--- config.mk ---
export PLATFORM = sky130hd
export DESIGN_NAME = ssa_ctrl
export DESIGN_NICKNAME = d
export VERILOG_FILES = /design/src/rtl/core/ssa_pkg.sv /design/src/rtl/core/ssa_ctrl.sv
export SDC_FILE = /design/constraint.sdc
export NUM_CORES = 1
export LEC_CHECK = 0
export ABC_AREA = 1
export BUFFER_PORTS_ARGS = -buffer_cell sky130_fd_sc_hd__buf_4
export CAP_MARGIN = 20
export CELL_PAD_IN_SITES_DETAIL_PLACEMENT = 2
export CELL_PAD_IN_SITES_GLOBAL_PLACEMENT = 2
export CORE_ASPECT_RATIO = 0.75
export CORE_MARGIN = 2
export CORE_UTILIZATION = 25
export DETAILED_ROUTE_END_ITERATION = 7
export MAX_ROUTING_LAYER = met4
export PLACE_DENSITY = 0.64
export SETUP_SLACK_MARGIN = 0.2
export SKIP_LAST_GASP = 1
export SLEW_MARGIN = 30
export SYNTH_ARGS = -nofsm -noshare
export SYNTH_HDL_FRONTEND = slang
export SYNTH_SLANG_ARGS = --single-unit
--- constraint.sdc ---
create_clock -name clk -period 2.5 [get_ports clk]
set_input_delay 0.25 -clock clk [delete_from_list [all_inputs] [get_ports clk]]
set_output_delay 0.25 -clock clk [all_outputs]
set_load 0.1 [all_outputs]
--- src/rtl/core/ssa_pkg.sv ---
// Shared types and constants for the ascending set sorter.
// Used by the insertion cells, the controller and the top level.
package ssa_pkg;

  localparam int CAPACITY = 64;
  localparam int VAL_W    = 32;
  localparam int CNT_W    = $clog2(CAPACITY + 1);

  typedef logic signed [VAL_W-1:0] val_t;
  typedef logic [CNT_W-1:0]        cnt_t;

  // One element slot: a value and whether it holds anything.
  typedef struct packed {
    logic vld;
    val_t val;
  } elem_t;

  // Controls broadcast from the controller to the cell chain.
  typedef struct packed {
    logic insert;  // cell 0 takes the input beat this cycle
    logic shift;   // whole chain moves one place toward cell 0
  } chain_ctrl_t;

endpackage

--- src/rtl/core/ssa_ctrl.sv ---
// Load / settle / emit sequencer for the sorting chain.
// Keeps element count and drop flag. Depends on ssa_pkg.
module ssa_ctrl
  import ssa_pkg::*;
(
  input  logic        clk,
  input  logic        rst_n,
  input  logic        in_tvalid,
  input  logic        in_tlast,
  output logic        in_tready,
  output logic        out_tvalid,
  input  logic        out_tready,
  output logic        out_tlast,
  output logic        out_dropped,
  output chain_ctrl_t ctl
);

  typedef enum logic [2:0] {
    ST_LOAD   = 3'b001,
    ST_SETTLE = 3'b010,
    ST_EMIT   = 3'b100
  } state_t;

  state_t state_r, state_nxt;
  cnt_t   count_r, count_nxt;
  cnt_t   wait_r, wait_nxt;
  logic   ovf_r, ovf_nxt;
  logic   in_beat, out_beat, has_room;

  assign in_tready  = (state_r == ST_LOAD);
  assign out_tvalid = (state_r == ST_EMIT);
  assign in_beat    = in_tvalid && in_tready;
  assign out_beat   = out_tvalid && out_tready;
  assign has_room   = (count_r < CNT_W'(CAPACITY));

  assign out_tlast   = (count_r == CNT_W'(1));
  assign out_dropped = ovf_r;

  assign ctl.insert = in_beat && has_room;
  assign ctl.shift  = out_beat;

  always_comb begin
    state_nxt = state_r;
    count_nxt = count_r;
    wait_nxt  = wait_r;
    ovf_nxt   = ovf_r;
    case (state_r)
      ST_LOAD: begin
        if (in_beat) begin
          if (has_room) begin
            count_nxt = count_r + CNT_W'(1);
          end else begin
            ovf_nxt = 1'b1;
          end
          if (in_tlast) begin
            // let in-flight passes reach their cell before emitting
            wait_nxt  = count_nxt;
            state_nxt = ST_SETTLE;
          end
        end
      end
      ST_SETTLE: begin
        if (wait_r == '0) begin
          state_nxt = ST_EMIT;
        end else begin
          wait_nxt = wait_r - CNT_W'(1);
        end
      end
      ST_EMIT: begin
        if (out_beat) begin
          count_nxt = count_r - CNT_W'(1);
          if (count_r == CNT_W'(1)) begin
            ovf_nxt   = 1'b0;
            state_nxt = ST_LOAD;
          end
        end
      end
      default: begin
        state_nxt = ST_LOAD;
      end
    endcase
  end

  always_ff @(posedge clk) begin
    if (!rst_n) begin
      state_r <= ST_LOAD;
      count_r <= '0;
      wait_r  <= '0;
      ovf_r   <= 1'b0;
    end else begin
      state_r <= state_nxt;
      count_r <= count_nxt;
      wait_r  <= wait_nxt;
      ovf_r   <= ovf_nxt;
    end
  end

endmodule

==> results.toml <==
[status]
status = "complete, no violations"

[sta]
max_slew_margin = 0.679
final.min_clock_period_ns = 1.79
timing.fmax_mhz = 558
min_period_over_period = 0.717
finalHoldViolCount = 0
tightest_slew_ns = 0.478
finClkSkew_ns = 0.00601
fin_setup_tns_ns = 0
rsz0062_at_grt = "false"
report.final.slew_viol_count = 0
setup_viol = 0

[clock_network]
clkSinkCount = 18
ctsHoldBuffers = 0
cts_tree = "done"
cts_resized = 0
post_cts_buffers = 0
htreeDepth = 1
cts_buffers = 3
clk_latency_ns = 0.26
cts_buffer_depth = 2
path_clk_slew_ns = 0.08
ctsRootBufferMaster = "clkbuf_8"

[setup_path]
cp_data_arrival_time_ns = 1.54
start_kind = "register"
required_ns = 2.25
worst-path-max-fanout = 5
regToRegStartpoint = "count_r[0]"
cp-startpoint = "count_r[1]"
endpoint_kind = "output port"
worst-setup-path-type = "register to output port"

[route]
drt-initial-drc-count = 54
wl_per_cell_um = 14.7
drc = 0
drt_pass1_iterations = 5
ant_nets = 0
totalWireLength_um = 4620
vias = 1475
vias_per_cell = 4.71

[placement]
placedCellCount = 309
place_congestion = 0.817
place.port_buffers = 10
dp_hpwl_um = 3740

[die]
die_w_um = 91.4
pin_count = 11
fp-row-count = 23
core_mm2 = 0.00544
die_h_um = 69.5
initial_core_util = 0.263
die_area_mm2 = 0.00635

[global_route]
grt_overflow = 0
antenna_found_initial = 0
grt_pass1_vias = 1579
track_usage = 0.162
grt_max_degree = 16
grt_pass1_wl_um = 7860

[logic_synthesis]
yosysTopAreaCellShare = 0.252
synthesis.nets = 239
syn_inst = 229
yosys-top-cells-area = "dfxtp_1 25%, nand2_1 17%, nand3_1 8.4%"
yosys.area.top_type = "dfxtp_1"
syn_area_per_cell_um2 = 6.25
synth-warning-count = 0
ys_seq_area_frac = 0.252
synth_seq_cells = 18
syn-cell-area_mm2 = 0.00143
ys_types = 30

[finish]
num_antenna_cells = 0
fin_nets = 249
syn_to_final_growth_pct = 13.4
drive_above_1_share = 0.176
layout_commonest_cell = "nand2_1"
final_cell_mix = "64 x nand2_1, 26 x nor2_1, 24 x nand3_1"
final_cells = 313

[hold_path]
hp-start = "rst_n"
min_path_type = "primary input to register"

[power_and_ir_drop]
p_leak_nw = 0.766
powerDensity_mw_per_mm2 = 1140
peakVddDrop_uv = 268

[flow_run]
cap_violations = 0
[layout make-up]
class	instances	area (um2)
Inverter	32	126
Timing Repair Buffer	10	75.1
Clock buffer	4	55.1
Sequential cell	18	360
Fill cell	675	3820
Multi-Input combinational cell	174	912
Tap cell	75	93.8
[power breakdown]
| part | internal (mW) | switching [mW] |
|---|---|---|
| Combinational | 0.339 | 0.799 |
| Sequential | 0.370 | 0.0951 |
| Clock | 0.140 | 0.109 |
| Total | 0.850 | 1.00 |
[metrics by stage]
step | worst slack (ns) | total power, mW | utilization | hold slack (ns) | area [um2]
floorplan | 0.504 | 1.33 | - | 0.392 | 1440
global placement | 0.939 | 1.62 | 0.288 | 0.478 | 1570
detailed placement | 0.920 | 1.62 | 0.288 | 0.496 | 1570
CTS | 0.696 | 1.89 | 0.298 | 0.275 | 1620
global route | 0.584 | 2.06 | 0.298 | 0.278 | 1620
finish | 0.707 | 1.85 | 0.298 | 0.279 | 1620
[critical path, stage by stage (launching register included)]
cell,delay [ns]
dfxtp_1,0.34
inv_1,0.16
ha_1,0.18
nand4_1,0.21
inv_1,0.10
buf_4,0.29
[cell families (layout without fill, tap and decap cells)]
kind of cell               after synthesis  after routing  synth area share
xor gates and xnor gates                 2              2            0.0122
and+or+nand+nor                        136            136             0.449
AOI/OAI and AO/OA                       31             31             0.128
adders and majority gates                5              5            0.0437
DFF                                     18             18             0.252
buffers and inverters                   37             46             0.115
[per-layer routing]
metal,wire length [um],part of all wire,GRT usage,vias up
li1,-,-,-,749
met1,2500,0.54,0.227,705
met2,1970,0.43,0.242,17
met3,116,0.025,0.0337,4
met4,35,0.0076,0.0303,0
met5,0,0,-,-
[synth_stat cells]
| master | count |
|---|---|
| nand2_1 | 64 |
| nor2_1 | 26 |
| nand3_1 | 24 |
| inv_1 | 22 |
| dfxtp_1 | 18 |
| a21oi_1 | 11 |
| o21ai_0 | 9 |
| inv_2 | 7 |
| o21ai_1 | 7 |
| ha_1 | 5 |
| nand4_1 | 5 |
| nand2_2 | 4 |
| buf_4 | 3 |
| nand2_4 | 3 |
| a21oi_4 | 2 |
| nand3_2 | 2 |
| nand3_4 | 2 |
| nor2_2 | 2 |
| nor3_1 | 2 |
| a21oi_2 | 1 |
| buf_6 | 1 |
| clkbuf_1 | 1 |
| clkinv_1 | 1 |
| clkinv_2 | 1 |
| clkinv_4 | 1 |
| nor2_4 | 1 |
| o211ai_1 | 1 |
| or2_2 | 1 |
| xnor2_1 | 1 |
| xor2_1 | 1 |
[flip-flops by register name, indices dropped and copies added, names as in the netlist]
register,cells
out_dropped,1
state_r,3
wait_r,7
count_r,7
[worst paths after layout]
check / end / slack [ns] / cells past startpoint
setup / recovery: out_tlast / 0.71 / 5
hold reg to reg: out_dropped / 0.50 / 2
setup reg to reg: wait_r[1] / 0.87 / 8
hold / removal: state_r[0] / 0.28 / 2
(Power assumes the default switching activity.)
