--- src/rtl/core/ssa_pkg.sv ---
// Shared types and constants for the ascending set sorter.
// Used by the insertion cells, the controller and the top level.
package ssa_pkg;

  localparam int CAPACITY = 64;
  localparam int VAL_W    = 32;
  localparam int CNT_W    = $clog2(CAPACITY + 1);

  typedef logic signed [VAL_W-1:0] val_t;
  typedef logic [CNT_W-1:0]        cnt_t;

  // One element slot: a value and whether it holds anything.
  typedef struct packed {
    logic vld;
    val_t val;
  } elem_t;

  // Controls broadcast from the controller to the cell chain.
  typedef struct packed {
    logic insert;  // cell 0 takes the input beat this cycle
    logic shift;   // whole chain moves one place toward cell 0
  } chain_ctrl_t;

endpackage

--- src/rtl/core/ssa_cell.sv ---
// One insertion cell of the sorting chain: keeps the smaller of its held and
// arriving value, hands the larger to the next cell. Depends on ssa_pkg.
module ssa_cell
  import ssa_pkg::*;
(
  input  logic        clk,
  input  logic        rst_n,
  input  logic        shift,
  input  elem_t       ins,     // arriving element from the left neighbor
  input  elem_t       nb,      // held element of the right neighbor
  output elem_t       held,
  output elem_t       pass     // element handed to the right neighbor
);

  elem_t held_r, held_nxt;
  elem_t pass_r, pass_nxt;

  always_comb begin
    held_nxt = held_r;
    pass_nxt = pass_r;
    pass_nxt.vld = 1'b0;
    if (shift) begin
      held_nxt = nb;
    end else if (ins.vld) begin
      if (!held_r.vld) begin
        held_nxt = ins;
      end else if (ins.val < held_r.val) begin
        held_nxt.val = ins.val;
        pass_nxt     = held_r;
      end else begin
        pass_nxt = ins;
      end
    end
  end

  always_ff @(posedge clk) begin
    if (!rst_n) begin
      held_r.vld <= 1'b0;
      pass_r.vld <= 1'b0;
    end else begin
      held_r.vld <= held_nxt.vld;
      pass_r.vld <= pass_nxt.vld;
    end
    held_r.val <= held_nxt.val;
    pass_r.val <= pass_nxt.val;
  end

  assign held = held_r;
  assign pass = pass_r;

endmodule

--- config.mk ---
export PLATFORM = sky130hd
export DESIGN_NAME = ssa_cell
export DESIGN_NICKNAME = d
export VERILOG_FILES = /design/src/rtl/core/ssa_pkg.sv /design/src/rtl/core/ssa_cell.sv
export SDC_FILE = /design/constraint.sdc
export NUM_CORES = 1
export LEC_CHECK = 0
export ABC_AREA = 1
export BUFFER_PORTS_ARGS = -buffer_cell sky130_fd_sc_hd__buf_2
export CORE_UTILIZATION = 30
export DETAILED_ROUTE_END_ITERATION = 16
export PLACE_DENSITY = 0.52
export SYNTH_ARGS = -nofsm -noshare
export SYNTH_HDL_FRONTEND = slang
export SYNTH_SLANG_ARGS = --single-unit
--- constraint.sdc ---
create_clock -name clk -period 4.25 [get_ports clk]
set_clock_uncertainty 0.1 [all_clocks]
set_input_delay 0.85 -clock clk [delete_from_list [all_inputs] [get_ports clk]]
set_output_delay 0.85 -clock clk [all_outputs]
set_load 0.01 [all_outputs]
==> results.md, run 1 <==
- CTS tree: built
- Crit path capture type: flop
- Initial antenna violation count: 0
- FP Rows: 40
- Peak fanout along the critical path: 12
- Drt first pass iters: 4
- I/O pin count: 135
- Initial Util: 0.3067
- Die area: 0.01273 mm^2
- Fin util: 0.3981
- Pins Over Slew Limit: 0
- Cell count after synthesis: 423
- Most frequent cells in the layout: 218 x nand2_1, 134 x buf_2, 64 x edfxtp_1
- Routed length per instance: 13.56 um
- Via-to-Cell Ratio: 4.428
- CTS root buf: clkbuf_16
- Max-cap violations: 0
- CTS sink count: 66
- Worst EP arrival: 2.86 ns
- Largest net degree at the start of global routing: 35
- Final net count: 660
- Startpoint Class: primary input
- Post-CTS Hold Buffers: 0
- GRT overflow: 0
- Commonest non-fill, non-tap cell in the layout: nand2_1
- Unrepaired setup endpoints after global routing: no
- Syn nets: 523
- Slew headroom: 0.5284
- Final setup vio count: 0
- Postcts setup bufs: 0
- Detailed placer's ending HPWL: 7074 um
- PortBufs: 134
- CTS clk-pin slew, worst paths: 0.05 ns
- Area of the core: 0.01201 mm^2
- Total negative slack: 0 ns
- H-Tree Depth: 3
- Critical path class: primary input to flop
- Routed WL: 9652 um
- DRT iter0 DRCs: 215
- Seq/Total Area, Yosys: 0.5326
- First-pass GRT wire length: 15240 um
- Synth warn: 0
- Crit share post-route: 0.6909
- RD Place Congestion: 0.7520
- Status: complete, no violations
- Worst vdd ir: 0.1516 mV
- Post-CTS Resized: 0
- Die X: 112.8 um
- Antenna diode count: 0
- Post-Synthesis Cell Area: 0.003684 mm^2
- Die H: 112.8 um
- Worst Path Required: 4.17 ns
- Mean Syn Cell Area: 8.708 um^2
- Ratio of cells with drive above 1 in the final layout: 0.2850
- CTS Buf Count: 9
- Final hold vios: 0
- FF+latch count, synth: 66
- Leak: 0.002515 uW
- P&R area growth vs syn: 29.82%
- Hold Slack: 0.4742 ns
- Max Freq: 340.6 MHz
- Via count: 3153
- Max Buffers Root-to-Sink: 2
- Distinct cell type count after synthesis: 17
- Overall Global Routing Usage: 0.1572
- Skew-Pair Late Insertion Delay: 0.33 ns
- Pwr/cell area: 411.8 mW/mm^2
- Vias in the first global route: 3023
- Worst slew pin tran: 0.7049 ns
- Post-route ant nets: 0
- Min Tclk post-route: 2.936 ns
- Hold Crit Class: flop to flop
- Residual DRC count: 0
[path summary, 6_finish.rpt]
path                                    startpoint  slack [ns]            endpoint  cells after the start
worst max-delay path                       ins[19]        1.31  held[23]$_DFFE_PP_                     12
worst min-delay path            held[11]$_DFFE_PP_        0.47  pass[11]$_DFFE_PP_                      2
worst max register to register  held[19]$_DFFE_PP_        1.52  held[23]$_DFFE_PP_                     12
worst min register to register  held[11]$_DFFE_PP_        0.47  pass[11]$_DFFE_PP_                      2
[area by class of cell]
| cell class | instances | area (um^2) |
|---|---|---|
| Multi-Input combinational cell | 297 | 1459 |
| Timing Repair Buffer | 139 | 708.2 |
| Clock buffer | 14 | 284.0 |
| Inverter | 47 | 176.4 |
| Sequential cell | 66 | 1962 |
| Tap cell | 147 | 183.9 |
| Fill cell | 1262 | 7229 |
| Clock inverter | 2 | 8.758 |
[power breakdown]
part	total [uW]	switching, uW	leakage, uW	internal (uW)
clock	713	258	0.000146	456
sequential	830	31.8	0.000638	798
combinational	426	272	0.00173	154
total	1970	562	0.00251	1410
[synthesized netlist by cell type]
library cell	count	area share
clkbuf_1	7	0.0071
o21ai_0	8	0.011
edfxtp_1	64	0.52
buf_6	6	0.018
nor2_2	2	0.0034
ha_1	31	0.11
nand3_1	5	0.0068
a21oi_2	1	0.0024
nor3_1	3	0.0041
o21a_1	1	0.0020
nand2_1	218	0.22
nand2_2	4	0.0068
nand4_1	1	0.0017
a21oi_1	15	0.020
inv_1	47	0.048
dfxtp_1	2	0.011
nor2_1	8	0.0082
[sequential cells by signal, indices dropped and copies added, names as in the netlist]
register  count
held         33
pass         33
[critical path, cell delays in order]
cell and delay, ns:
buf_2 0.11, ha_1 0.30, a21oi_1 0.15, o21ai_0 0.12
nand2_1 0.07, nand3_1 0.13, a21oi_2 0.22, nand3_1 0.14
nand3_1 0.10, nand2_1 0.05, inv_1 0.30, buf_4 0.30
[through the flow]
stage                     power, uW  instances  instance area [um^2]  setup slack (ns)
after floorplan                1129        423                  3684             1.150
after global placement         1269        696                  4489             1.027
after detailed placement       1279        696                  4489            0.9333
after CTS                      1997        712                  4782             1.296
after global routing           2090        712                  4782             1.128
final                          1969        712                  4782             1.314
[cell families (layout without fill, tap and decap cells)]
| logic type | Yosys count | in the layout | share of synthesized area |
|---|---|---|---|
| and+or+nand+nor | 241 | 241 | 0.2531 |
| DFF | 66 | 66 | 0.5326 |
| buffers and inverters | 60 | 202 | 0.07337 |
| adders and majority gates | 31 | 31 | 0.1053 |
| AOI/OAI and AO/OA | 25 | 25 | 0.03567 |
[per-layer routing]
| layer | wire length [um] | up-vias | global-route usage |
|---|---|---|---|
| li1 | - | 1623 | - |
| met2 | 4661 | 86 | 0.2621 |
| met1 | 4418 | 1442 | 0.1997 |
| met5 | 0 | - | 0 |
| met3 | 524 | 2 | 0.03910 |
| met4 | 48 | 0 | 0.05067 |
Power figures use the tool's default switching activity.
==> run 2: changes to the inputs <==
- clock period: 4.25 -> 2.94 ns (I/O delays scaled with it)
==> run 2 against run 1 <==
Against the previous run:
- final area grew 1.0%
- utilization grew 0.41 points
- global-route usage grew 0.56 points
- register-to-register slack lost 1.0 ns
- worst hold slack lost 0.060 ns
- die area is the same
- non-clock buffer count grew 5
- first-iteration DRC count shrank 28%
- via count grew 0.41%
- setup slack lost 0.81 ns
- critical path type is now flop to flop
==> results.md, run 2 (synthesized netlist as in run 1, its figures left out) <==
- Pre-CTS WS: 0.2014 ns (-0.7318 ns)
- CTS root buf: clkbuf_16
- Area of the core: 0.01201 mm^2 (unchanged)
- CTS clk-pin slew, worst paths: 0.05 ns (about the same)
- Worst EP arrival: 2.42 ns (-0.44 ns)
- Worst Path Required: 2.93 ns (-1.24 ns)
- Leak: 0.002539 uW (+0.95%)
- Max-cap violations: 0 (unchanged)
- Max Buffers Root-to-Sink: 2 (unchanged)
- DRT iter0 DRCs: 154 (-28%)
- Final setup vio count: 0 (unchanged)
- Detailed placer's ending HPWL: 7200 um (+1.8%)
- Worst slew pin tran: 0.3726 ns (-0.3322 ns)
- Commonest non-fill, non-tap cell in the layout: nand2_1
- Drt first pass iters: 4 (unchanged)
- Status: complete, no violations
- CTS Buf Count: 9 (unchanged)
- Pwr/cell area: 596.3 mW/mm^2 (+45%)
- Residual DRC count: 0 (unchanged)
- I/O pin count: 135 (unchanged)
- P&R area growth vs syn: 31.15%
- Die X: 112.8 um (unchanged)
- Postcts setup bufs: 0 (unchanged)
- Ratio of cells with drive above 1 in the final layout: 0.2860 (+0.001009)
- CTS sink count: 66 (unchanged)
- Max Freq: 411.3 MHz
- First-pass GRT wire length: 15550 um (+2.0%)
- Routed length per instance: 13.55 um (about the same)
- Final hold vios: 0 (unchanged)
- Vias in the first global route: 3152 (+4.3%)
- FP Rows: 40 (unchanged)
- RD Place Congestion: 0.7728 (+2.8%)
- Slew headroom: 0.7516 (+0.2231)
- Via-to-Cell Ratio: 4.416 (-0.29%)
- H-Tree Depth: 3 (unchanged)
- Worst vdd ir: 0.2199 mV (+45%)
- Startpoint Class: flop
- Setup ws final: 0.5088 ns (-0.8051 ns)
- Routed WL: 9712 um (+0.62%)
- Crit share post-route: 0.8270
- CTS tree: built
- Die H: 112.8 um (unchanged)
- Hold path startpoint: rst_n
- Antenna diode count: 0 (unchanged)
- Crit path capture type: flop
- Largest net degree at the start of global routing: 32 (-8.6%)
- Post-CTS Resized: 0 (unchanged)
- PortBufs: 134 (unchanged)
- Fill count: 1242 (-1.6%)
- Total negative slack: 0 ns (unchanged)
- GRT overflow: 0 (unchanged)
- Final net count: 665 (+0.76%)
- Unrepaired setup endpoints after global routing: no
- Overall Global Routing Usage: 0.1628 (+0.005600)
- Multi-input gate area: 0.001459 mm^2 (unchanged)
- Initial antenna violation count: 0 (unchanged)
- Most frequent cells in the layout: 218 x nand2_1, 134 x buf_2, 64 x edfxtp_1
- Via count: 3166 (+0.41%)
- Hold Crit Class: primary input to flop
- CP startpoint: held[21]$_DFFE_PP_
- Pins Over Slew Limit: 0 (unchanged)
- Die area: 0.01273 mm^2 (unchanged)
- Reg area: 0.001962 mm^2 (unchanged)
- Post-route ant nets: 0 (unchanged)
- Reg2Reg Launch Point: held[21]$_DFFE_PP_
- Peak fanout along the critical path: 16 (+4)
- Min Tclk post-route: 2.431 ns
- Initial Util: 0.3067 (unchanged)
- Skew-Pair Late Insertion Delay: 0.34 ns (about the same)
- Critical path class: flop to flop
- Post-CTS Hold Buffers: 0 (unchanged)
[run 2: layout make-up]
cell class,count,area share
well taps,147,0.03807
repair buffers,144,0.1595
clock inverters,4,0.008806
clock buffers,12,0.04895
inverters,47,0.03652
flip-flops and latches,66,0.4061
multi-input cells,297,0.3020
[run 2: final timing paths]
path	end	slack, ns	cells after the start
worst max-delay path	pass[0]$_DFFE_PP_	0.51	13
worst min register to register	pass[11]$_DFFE_PP_	0.46	2
worst min-delay path	held[32]$_SDFFE_PN0P_	0.41	3
worst max register to register	pass[0]$_DFFE_PP_	0.51	13
[run 2: worst max-delay path, cell delays in order, from the launching register on]
cell      delay [ns]
edfxtp_1        0.41
inv_1           0.08
ha_1            0.23
a21oi_1         0.15
nor2_1          0.05
nor2_1          0.10
nand3_1         0.14
a21oi_2         0.21
nand2_2         0.10
nand2_1         0.07
nand2_2         0.19
buf_12          0.23
nand2_1         0.06
nand2_1         0.05
[run 2: per-stage QoR]
stage	instance area [um^2]	util	hold WS, ns	cells	total power, uW
detailed placement	4552	0.3790	0.4561	701	1876
finish	4831	0.4022	0.4140	717	2881
global route	4831	0.4022	0.4188	717	3055
floorplan	3684	-	0.4695	423	1632
CTS	4831	0.4022	0.3986	717	2924
global placement	4552	0.3790	0.4561	701	1860
[run 2: power by group]
part	internal, uW	switching (uW)
Sequential	1150	45.2
Clock	649	384
Combinational	251	398
[run 2: layer usage]
layer / GRT usage / up-vias / share of wire
met1: 0.1955 / 1414 / 0.44
li1: - / 1638 / -
met2: 0.2774 / 102 / 0.49
met4: 0.06133 / 0 / 0.016
met3: 0.04553 / 12 / 0.062
met5: 0 / - / 0
